[src/hw/rtl/dtc_pkg.sv]
// decision tree classifier: shared types and constants
// used by the channel interfaces, the walk sequencer and the top level
`default_nettype none

package dtc_pkg;

  typedef logic [7:0]         node_idx_t;
  typedef logic signed [7:0]  split_feat_t;
  typedef logic signed [15:0] fixed_t;
  typedef logic [7:0]         class_t;
  typedef logic [23:0]        step_total_t;

  localparam int unsigned CfgIdxW = 1;
  typedef logic [CfgIdxW-1:0] cfg_idx_t;
  localparam cfg_idx_t CFG_FEATURE_COUNT = 1'd0;
  localparam cfg_idx_t CFG_BATCH_SIZE    = 1'd1;
  localparam int unsigned CfgDataW = 16;

  localparam logic [6:0]  FEATURE_COUNT_RST = 7'd4;
  localparam logic [15:0] BATCH_SIZE_RST    = 16'd1;
  localparam step_total_t STEP_MAX          = 24'hFFFFFF;

  localparam logic OP_LOAD_NODE = 1'b0;
  localparam logic OP_FEATURE   = 1'b1;

  typedef enum logic [1:0] {
    WALK_IDLE,
    WALK_TEST,
    WALK_COMPARE,
    WALK_DONE
  } walk_state_e;

endpackage

`default_nettype wire

[src/hw/rtl/dtc_feat_mem.sv]
// sample feature store with per-entry valid bits so unwritten entries read zero
// registered read; out-of-range feature indexes read zero
`default_nettype none

module dtc_feat_mem #(
  parameter int unsigned FEATURES = 64,
  parameter int unsigned ADDR_W   = 6
) (
  input  wire logic              clk_i,
  input  wire logic              rst_ni,
  input  wire logic              wr_en_i,
  input  wire logic [ADDR_W-1:0] wr_addr_i,
  input  wire dtc_pkg::fixed_t   wr_data_i,
  input  wire logic              rd_en_i,
  input  wire logic              rd_in_range_i,
  input  wire logic [ADDR_W-1:0] rd_addr_i,
  output dtc_pkg::fixed_t        rd_data_o
);

  dtc_pkg::fixed_t mem_q [FEATURES];
  logic [FEATURES-1:0] valid_q;
  dtc_pkg::fixed_t rd_data_q;
  logic rd_hit_q;

  always_ff @(posedge clk_i or negedge rst_ni) begin
    if (!rst_ni) begin
      valid_q  <= '0;
      rd_hit_q <= 1'b0;
    end else begin
      if (wr_en_i) begin
        valid_q[wr_addr_i] <= 1'b1;
      end
      if (rd_en_i) begin
        rd_hit_q <= rd_in_range_i && valid_q[rd_addr_i];
      end
    end
  end

  always_ff @(posedge clk_i) begin
    if (wr_en_i) begin
      mem_q[wr_addr_i] <= wr_data_i;
    end
    if (rd_en_i) begin
      rd_data_q <= mem_q[rd_addr_i];
    end
  end

  assign rd_data_o = rd_hit_q ? rd_data_q : '0;

endmodule

`default_nettype wire

[config.mk]
export PLATFORM = sky130hd
export DESIGN_NAME = dtc_feat_mem
export DESIGN_NICKNAME = d
export VERILOG_FILES = /design/src/hw/rtl/dtc_pkg.sv /design/src/hw/rtl/dtc_feat_mem.sv
export SDC_FILE = /design/constraint.sdc
export NUM_CORES = 1
export LEC_CHECK = 0
export BUFFER_PORTS_ARGS = -buffer_cell sky130_fd_sc_hd__buf_2
export CELL_PAD_IN_SITES_DETAIL_PLACEMENT = 0
export CELL_PAD_IN_SITES_GLOBAL_PLACEMENT = 1
export CORE_ASPECT_RATIO = 1.1
export CORE_MARGIN = 2
export CORE_UTILIZATION = 30
export CTS_BUF_LIST = sky130_fd_sc_hd__clkbuf_4 sky130_fd_sc_hd__clkbuf_8 sky130_fd_sc_hd__clkbuf_16
export CTS_CLUSTER_DIAMETER = 60
export DETAILED_ROUTE_END_ITERATION = 6
export PLACE_DENSITY = 0.54
export SLEW_MARGIN = 30
export SYNTH_ARGS = -nofsm -noshare
export SYNTH_HDL_FRONTEND = slang
export SYNTH_SLANG_ARGS = --single-unit
[constraint.sdc]
create_clock -name clk_i -period 2 [get_ports clk_i]
set_input_delay 0.3 -clock clk_i [delete_from_list [all_inputs] [get_ports clk_i]]
set_output_delay 0.3 -clock clk_i [all_outputs]
set_load 0.1 [all_outputs]
==> impl_metrics.py <==
metrics = {
    "routing": {
        "drt_wl_total_mm": 114,
        "wl_per_cell_um": 27.9,
        "drtAntennaViolNets": 0,
        "via_count": 20100,
        "drc": 0,
        "detail_route.first_pass.iterations": 5,
        "drt_iter0_drc": 1840,
        "vias_per_cell": 4.91,
    },
    "timing": {
        "finClkSkew_ps": 35.5,
        "relSlewSlack_pct": 38.5,
        "fmax_ghz": 0.459,
        "finalHoldViolCount": 0,
        "rsz0062_at_grt": "true",
        "setup-violations-final": 8,
        "min_period_ps": 2180,
        "finalCritPeriodShare_pct": 109,
        "hold_slack_ps": 84.6,
        "slew_violations": 0,
        "finalSetupTns_ps": -529,
        "setup_ws_ps": -179,
        "max_slew.worst_pin.slew_ps": 922,
    },
    "worst_hold_path": {
        "hold_path.startpoint": "wr_data_i[0]",
        "hp-class": "input port to flip-flop",
    },
    "setup_path": {
        "arrival_ps": 2640,
        "crit_top_cell": "mux4_2",
        "cp-end-kind": "flip-flop",
        "start_kind": "flip-flop",
        "path_class": "flip-flop to flip-flop",
        "slowest_delay_ps": 530,
        "path_cells": "mux4_2 > mux4_2 > or3_4 > o21ai_2 > buf_6 > a211oi_2",
        "crit_buf_inv": 1,
        "crit_required_ps": 2460,
        "rr_startpoint": "mem_q[15][12]",
        "crit_family": "multiplexers",
        "critPathMaxFanout": 1,
        "cp_slowest_cell": "mux4_2",
        "cp-startpoint": "mem_q[15][12]",
    },
    "clock_tree": {
        "path_clk_slew_ps": 60,
        "cts_root_buf": "clkbuf_16",
        "h-tree-depth": 3,
        "cts_buffers": 113,
        "cts_tree": "built",
        "cts_setup_buffers": 0,
        "ctsLongestPathBuffers": 3,
        "cts_sinks": 1105,
        "clock_latency_ps": 710,
    },
    "power_and_ir_drop": {
        "max-vdd-ir-drop_v": 0.000656,
        "p_per_area_mw_per_mm2": 977,
        "p_leak_nw": 17.0,
        "finalPower_mw": 50.9,
    },
    "floorplan": {
        "die_w_um": 362,
        "dieHeight_um": 398,
        "dieArea_mm2": 0.144,
        "core_mm2": 0.140,
        "ioPinCount": 49,
        "initial_core_util_pct": 30.3,
        "rows": 144,
    },
    "logic_synthesis": {
        "ys_warn_count": 0,
        "syn_inst": 1822,
        "avgSynthCellArea_um2": 23.3,
        "synth.distinct_cells": 35,
        "syn_nets": 1855,
        "syn_area_mm2": 0.0424,
        "synth_seq_cells": 1105,
        "ys_seq_area_share_pct": 77.5,
    },
    "run_status": {
        "status": "complete, but fails checks",
        "violations": "negative setup slack",
    },
    "cells_and_area": {
        "layout_common_cells": "1040 x edfxtp_1, 324 x mux4_2, 185 x buf_4",
        "nets": 2204,
        "layout-drive-gt1-share_pct": 44.2,
        "final_common_cell": "edfxtp_1",
        "area_delta_synth_final_pct": 22.8,
        "num-fill-cells": 12700,
    },
    "global_routing": {
        "grt_first_pass_wirelength_mm": 163,
        "grt_max_degree": 65,
        "track_usage_pct": 15.9,
        "grt_pass1_vias": 21500,
        "grt_overflow_total": 0,
        "grt_antenna_before_repair": 8,
    },
    "place": {
        "post-place-ws_ps": -994,
        "gp_congestion": 0.787,
        "place_hpwl_mm": 74.5,
        "port_buffers": 48,
    },
    "flow_run": {
        "cap_violations": 0,
    },
}
## flip-flops by register name (all words and copies together) (netlist names)
signal	flops
rd_hit_q	1
rd_data_q	16
valid_q	64
mem_q	1024
## Yosys cell counts, drive strengths merged
library cell	instances	area [um2]
edfxtp	1040	31200
mux4	324	7300
nor2	66	248
dfrtp	65	1630
or2	65	407
buf	60	362
clkbuf	33	124
mux2i	27	270
nand2	20	75.1
and2	19	119
nor3	17	85.1
nor2b	14	87.6
o21ai	11	55.1
a22oi	9	67.6
o22ai	9	56.3
nand3	7	35.0
a221oi	6	52.6
nand3b	4	30.0
a211oi	3	22.5
a21oi	3	15.0
inv	3	11.3
or3	3	18.8
or3b	3	26.3
nand2b	2	12.5
o221ai	2	17.5
a2111oi	1	8.76
a22o	1	8.76
a31oi	1	6.26
a32oi	1	8.76
nand4	1	6.26
nand4b	1	8.76
o211ai	1	7.51
## per-stage QoR
stage | std cells | util (%) | area, um2
floorplan | 1822 | - | 42700
global placement | 3881 | 34.2 | 48000
detailed placement | 3882 | 34.2 | 48000
CTS | 4095 | 37.1 | 52000
global route | 4097 | 37.1 | 52100
finish | 4099 | 37.2 | 52100
## where the power goes
part	internal, mW	total, mW	switching, mW
Clock	12.4	21.3	8.94
Sequential	25.7	25.9	0.203
Combinational	1.63	3.62	1.99
Total	39.8	50.9	11.1
## logic make-up after synthesis
group / after synthesis / synth area share [%]
buffers and inverters: 96 / 1.17
muxes: 351 / 17.8
AOI/OAI and AO/OA: 48 / 0.770
DFF: 1105 / 77.5
and+or+nand+nor: 222 / 2.73
## what timing repair did
item / CTS / global route
gates cloned: 0 / 1
pin swaps: 15 / 4
resized for setup: 65 / 8
endpoints found under the setup margin: 32 / 17
hold buffers: 4 / 0
endpoints found under the hold margin: 76 / 0
## area by class of cell
type | instances | area (um2) | share of cell area, %
antenna | 3 | 7.51 | 0.0144
clock buffer | 146 | 3130 | 6.01
clock inverter | 69 | 666 | 1.28
inverter | 3 | 11.3 | 0.0216
multi-input combinational | 621 | 9390 | 18.0
sequential | 1105 | 32900 | 63.1
tap | 1825 | 2280 | 4.38
timing repair buffer | 327 | 3730 | 7.16
## final timing paths
| kind | to | depth (start not counted) | slack [ps] |
|---|---|---|---|
| max | rd_data_q[12] | 6 | -180 |
| min | mem_q[20][0] | 1 | 80 |
| max reg2reg | rd_data_q[12] | 6 | -180 |
| min reg2reg | valid_q[27] | 1 | 460 |
| max in group asynchronous | valid_q[17] | 3 | 1250 |
| min in group asynchronous | valid_q[50] | 2 | 100 |
## per-layer routing
layer / track usage, % / vias up / share of wire, %
met5: 0 / - / 0.054
met4: 3.59 / 10 / 1.6
met3: 2.58 / 118 / 4.5
met2: 28.5 / 437 / 53
met1: 20.3 / 11100 / 41
li1: - / 8425 / -
(Power assumes the default switching activity.)
