<file path="config.mk">
export PLATFORM = sky130hd
export DESIGN_NAME = dtc_walker
export DESIGN_NICKNAME = d
export VERILOG_FILES = /design/src/hw/rtl/dtc_pkg.sv /design/src/hw/rtl/dtc_walker.sv
export SDC_FILE = /design/constraint.sdc
export NUM_CORES = 1
export LEC_CHECK = 0
export ABC_AREA = 1
export BUFFER_PORTS_ARGS = -buffer_cell sky130_fd_sc_hd__buf_2
export CORE_MARGIN = 1.5
export CORE_UTILIZATION = 35
export DETAILED_ROUTE_END_ITERATION = 6
export PLACE_DENSITY = 0.73
export SKIP_CTS_REPAIR_TIMING = 1
export SLEW_MARGIN = 10
export SYNTH_ARGS = -nofsm -noshare
export SYNTH_HDL_FRONTEND = slang
export SYNTH_SLANG_ARGS = --single-unit
</file>
<file path="constraint.sdc">
create_clock -name clk_i -period 1.51 [get_ports clk_i]
set_input_delay 0.151 -clock clk_i [delete_from_list [all_inputs] [get_ports clk_i]]
set_output_delay 0.151 -clock clk_i [all_outputs]
set_load 0.05 [all_outputs]
</file>
<file path="src/hw/rtl/dtc_pkg.sv">
// decision tree classifier: shared types and constants
// used by the channel interfaces, the walk sequencer and the top level
`default_nettype none

package dtc_pkg;

  typedef logic [7:0]         node_idx_t;
  typedef logic signed [7:0]  split_feat_t;
  typedef logic signed [15:0] fixed_t;
  typedef logic [7:0]         class_t;
  typedef logic [23:0]        step_total_t;

  localparam int unsigned CfgIdxW = 1;
  typedef logic [CfgIdxW-1:0] cfg_idx_t;
  localparam cfg_idx_t CFG_FEATURE_COUNT = 1'd0;
  localparam cfg_idx_t CFG_BATCH_SIZE    = 1'd1;
  localparam int unsigned CfgDataW = 16;

  localparam logic [6:0]  FEATURE_COUNT_RST = 7'd4;
  localparam logic [15:0] BATCH_SIZE_RST    = 16'd1;
  localparam step_total_t STEP_MAX          = 24'hFFFFFF;

  localparam logic OP_LOAD_NODE = 1'b0;
  localparam logic OP_FEATURE   = 1'b1;

  typedef enum logic [1:0] {
    WALK_IDLE,
    WALK_TEST,
    WALK_COMPARE,
    WALK_DONE
  } walk_state_e;

endpackage

`default_nettype wire

</file>
<file path="src/hw/rtl/dtc_walker.sv">
// tree walk sequencer: fetches a node, fetches its feature, one shared
// signed compare picks the child; stops at a leaf or after NODES steps
`default_nettype none

module dtc_walker #(
  parameter int unsigned NODES    = 256,
  parameter int unsigned FEATURES = 64,
  parameter int unsigned NODE_AW  = 8,
  parameter int unsigned FEAT_AW  = 6,
  parameter int unsigned STEP_W   = 9,
  parameter int unsigned NODE_W   = 48
) (
  input  wire logic               clk_i,
  input  wire logic               rst_ni,
  input  wire logic               start_i,
  output logic                    idle_o,
  output logic                    node_rd_en_o,
  output logic [NODE_AW-1:0]      node_rd_addr_o,
  input  wire logic [NODE_W-1:0]  node_rd_data_i,
  output logic                    feat_rd_en_o,
  output logic                    feat_in_range_o,
  output logic [FEAT_AW-1:0]      feat_rd_addr_o,
  input  wire dtc_pkg::fixed_t    feat_rd_data_i,
  output logic                    res_valid_o,
  input  wire logic               res_ready_i,
  output dtc_pkg::class_t         res_class_o,
  output logic [STEP_W-1:0]       res_steps_o
);

  dtc_pkg::walk_state_e state_q, state_d;
  logic [NODE_AW-1:0] cur_q, cur_d;
  logic [STEP_W-1:0]  steps_q, steps_d;
  dtc_pkg::class_t    cls_q, cls_d;

  dtc_pkg::split_feat_t node_feat;
  dtc_pkg::fixed_t      node_thr;
  logic [NODE_AW-1:0]   child_lo;
  logic [NODE_AW-1:0]   child_hi;
  dtc_pkg::class_t      node_cls;
  logic                 go_left;

  assign node_cls   = node_rd_data_i[7:0];
  assign child_hi   = node_rd_data_i[8 +: NODE_AW];
  assign child_lo   = node_rd_data_i[8+NODE_AW +: NODE_AW];
  assign node_thr   = node_rd_data_i[8+2*NODE_AW +: 16];
  assign node_feat  = node_rd_data_i[24+2*NODE_AW +: 8];
  assign go_left    = feat_rd_data_i <= node_thr;

  always_ff @(posedge clk_i or negedge rst_ni) begin
    if (!rst_ni) begin
      state_q <= dtc_pkg::WALK_IDLE;
      cur_q   <= '0;
      steps_q <= '0;
    end else begin
      state_q <= state_d;
      cur_q   <= cur_d;
      steps_q <= steps_d;
    end
  end

  always_ff @(posedge clk_i) begin
    cls_q <= cls_d;
  end

  always_comb begin
    state_d         = state_q;
    cur_d           = cur_q;
    steps_d         = steps_q;
    cls_d           = cls_q;
    idle_o          = 1'b0;
    node_rd_en_o    = 1'b0;
    node_rd_addr_o  = cur_q;
    feat_rd_en_o    = 1'b0;
    feat_in_range_o = node_feat < 8'(FEATURES);
    feat_rd_addr_o  = node_feat[FEAT_AW-1:0];
    res_valid_o     = 1'b0;
    case (state_q)
      dtc_pkg::WALK_IDLE: begin
        idle_o = 1'b1;
        if (start_i) begin
          cur_d          = '0;
          steps_d        = '0;
          node_rd_en_o   = 1'b1;
          node_rd_addr_o = '0;
          state_d        = dtc_pkg::WALK_TEST;
        end
      end
      dtc_pkg::WALK_TEST: begin
        if (node_feat[7] || steps_q == STEP_W'(NODES)) begin
          cls_d   = node_cls;
          state_d = dtc_pkg::WALK_DONE;
        end else begin
          feat_rd_en_o = 1'b1;
          state_d      = dtc_pkg::WALK_COMPARE;
        end
      end
      dtc_pkg::WALK_COMPARE: begin
        cur_d          = go_left ? child_lo : child_hi;
        steps_d        = steps_q + STEP_W'(1);
        node_rd_en_o   = 1'b1;
        node_rd_addr_o = cur_d;
        state_d        = dtc_pkg::WALK_TEST;
      end
      dtc_pkg::WALK_DONE: begin
        res_valid_o = 1'b1;
        if (res_ready_i) begin
          state_d = dtc_pkg::WALK_IDLE;
        end
      end
      default: begin
        state_d = dtc_pkg::WALK_IDLE;
      end
    endcase
  end

  assign res_class_o = cls_q;
  assign res_steps_o = steps_q;

endmodule

`default_nettype wire
</file>
==> out/summary.md <==
### Status
• **outcome** complete, but fails checks
• **violated checks** setup timing

### STA
• **worst-case clock skew** 0.00406 ns
• **post-route fraction of the period consumed by the critical path** 125%
• **transition at the pin with the smallest max-transition slack** 0.436 ns
• **number of pins with negative max-slew slack in the final report** 0
• **final-layout setup total negative slack** -3.55 ns
• **fin worst setup slack** -0.373 ns
• **count of final setup violators** 18
• **unrepaired setup endpoints after global routing** true
• **Final Hold Slack** 0.0408 ns
• **min cycle time layout** 1.88 ns
• **Slew Limit Headroom** 71.0%
• **highest clock rate** 0.531 GHz
• **Hold Violations, Final** 0

### Worst setup path
• **type of the worst setup path** in2out
• **data arrival time of the critical path** 1.73 ns
• **cell type of the slowest stage on the worst timing path** sky130_fd_sc_hd__ha_4
• **cell type with the highest occurrence count on the critical path** sky130_fd_sc_hd__nand2_2
• **Max FO, Critical Path** 8
• **capturing element type of the critical path** primary output
• **worst-path cell chain** buf_2 -> inv_2 -> ha_4 -> nand2_2 -> buf_4 -> nor3_4 -> nand4_2 -> nand3_4 -> nand2_2 -> nand3_2 -> nand2_4 -> buf_8
• **startpoint kind of the worst setup timing path** primary input
• **Critical Path RT** 1.36 ns
• **Critical Path Max Stage Delay** 0.26 ns

### Finish
• **antenna cells** 0
• **filler cell count in the final layout** 389
• **most common library cell in the layout ignoring fill and taps** sky130_fd_sc_hd__buf_2
• **Final Cell Area** 3290 um2
• **layout cell share with drive strength beyond 1** 64.7%
• **synthesis-to-layout area growth** 82.3%
• **filler-free cell count of the finished design** 410
• **most frequent cells in the layout** sky130_fd_sc_hd__buf_2, sky130_fd_sc_hd__inv_1, sky130_fd_sc_hd__nand2_1
• **Net count, final** 430

### Global route
• **vias in the first global route** 1,690
• **final global-route overflow total** 0
• **initial antenna violation count** 0
• **pin count of the biggest net entering global routing** 20
• **global-route wire length before repair** 6.83 mm
• **Tot GR Track Use** 15.6%

### Synthesis
• **post-synth net total** 314
• **cell count after synthesis** 228
• **mean instance size in the synthesized netlist** 7.91 um2
• **register bit count reported by yosys** 27
• **number of distinct library cells after synthesis** 28
• **Seq/Total Area, Yosys** 39.7%
• **number of warnings reported in the yosys synthesis log** 0
• **Netlist Area Pre-Place** 1800 um2

### CTS
• **clock latency on the worst-skew pair** 0.28 ns
• **clock tree from TritonCTS** built
• **clk buf depth** 2
• **number of buffers created by CTS** 3
• **root cell of the clock tree** sky130_fd_sc_hd__clkbuf_8
• **CTS sink cnt** 27
• **clock-pin slew reported for the worst setup and hold paths after clock tree synthesis** 0.09 ns
• **maximum level of the CTS H-tree** 1

### Floorplan
• **effective utilization at floorplan** 37.2%
• **height of the die** 74.8 um
• **Die X** 74.8 um
• **top-level I/O count** 104
• **core box area** 4850 um2
• **Die ar.** 5590 um2
• **row count** 25

### Min path
• **hold crit path type** in2reg

### Drt
• **Vias per Instance** 4.65
• **number of nets with antenna violations after routing** 0
• **violation count after the first detailed-routing iteration** 33
• **routed wire length per instance** 12.4 um
• **detailed-routing iteration count for the pre-antenna-repair pass** 4
• **vias** 1,906
• **Routed WL** 5.10 mm
• **DRC Markers** 0

### Power
• **power density over the cells** 1410 nW/um2
• **maximum vdd ir drop** 0.828 mV
• **Lkg Pwr** 1.62 nW

### Place
• **DPL Wire Length** 3.67 mm
• **number of I/O port buffers** 91
• **Post-Place Cells** 398
• **Final GP Congestion** 0.872
• **Place WS** -0.549 ns
• **area post-placement** 2820 um2

### Job
• **max-cap violations** 0

area by class of cell:
class,count,area [um2],area share (%)
Timing Repair Buffer,117,848,25.8
Multi-Input combinational cell,145,1380,41.9
Sequential cell,27,726,22.1
Inverter,50,208,6.31
Tap cell,67,83.8,2.55
Clock inverter,1,5.00,0.152
Clock buffer,3,41.3,1.26
through the flow:
step / power, mW / util (%)
finish: 4.63 / 67.8
global route: 4.88 / 67.8
CTS: 4.08 / 59.2
detailed placement: 3.66 / 58.2
global placement: 3.62 / 58.2
floorplan: 2.98 / -
report_power, final:
| group | total (mW) | internal (mW) | switching [mW] |
|---|---|---|---|
| Sequential | 1.06 | 0.960 | 0.104 |
| Clock | 0.420 | 0.185 | 0.235 |
| Combinational | 3.15 | 1.20 | 1.95 |
| Total | 4.63 | 2.35 | 2.28 |
worst max-delay path, delay by kind of cell:
family | cells | cell delay (ns)
AND/OR/NAND/NOR | 7 | 0.89
buffers and inverters | 4 | 0.40
adder cells (fa/ha/maj) | 1 | 0.26
worst paths after layout:
path / from / to / slack [ns] / cells after the start
max in group asynchronous: rst_ni / res_steps_o[0] / 0.85 / 2
worst max-delay path: node_rd_data_i[30] / node_rd_addr_o[7] / -0.37 / 12
worst min register to register: cur_q[6] / cur_q[6] / 0.51 / 2
worst min-delay path: node_rd_data_i[0] / res_class_o[0] / 0.04 / 1
min in group asynchronous: rst_ni / res_steps_o[8] / 0.33 / 2
worst max register to register: res_steps_o[7] / res_class_o[3] / -0.06 / 6
cells by family (layout without fill, tap and decap cells):
kind of cell | after synthesis | after routing | synth area share [%]
flip-flops | 27 | 27 | 39.7
AND/OR/NAND/NOR | 100 | 102 | 26.4
buffers and inverters | 58 | 171 | 13.6
AO/OA/AOI/OAI | 25 | 25 | 7.91
adder cells (fa/ha/maj) | 18 | 18 | 12.5
flip-flops by register name, summed over array words and instances (netlist names):
name / count
cur_q: 8
res_steps_o: 9
res_class_o: 8
state_q: 2
routing by layer:
metal  global-route usage [%]  part of all wire (%)  wire length, um
met4                     6.06                   1.4               70
met3                     3.61                   6.9              353
met2                     29.7                    54             2760
met1                     16.7                    38             1910
met5                        0                     0                0
cells in the mapped netlist (all sizes together):
| cell | n | area (um2) |
|---|---|---|
| a21o | 1 | 7.51 |
| a21oi | 10 | 50.1 |
| a31oi | 1 | 6.26 |
| buf | 7 | 50.0 |
| clkbuf | 1 | 7.51 |
| dfrtp | 19 | 475 |
| edfxtp | 8 | 240 |
| ha | 18 | 225 |
| inv | 50 | 188 |
| nand2 | 55 | 219 |
| nand3 | 17 | 103 |
| nand4 | 10 | 68.8 |
| nor2 | 12 | 47.6 |
| nor3 | 4 | 25.0 |
| nor4 | 2 | 12.5 |
| o211ai | 1 | 7.51 |
| o21ai | 8 | 40.0 |
| o21bai | 1 | 7.51 |
| o22ai | 1 | 6.26 |
| o32ai | 2 | 17.5 |
No activity file was read; power rests on OpenSTA's default activity.
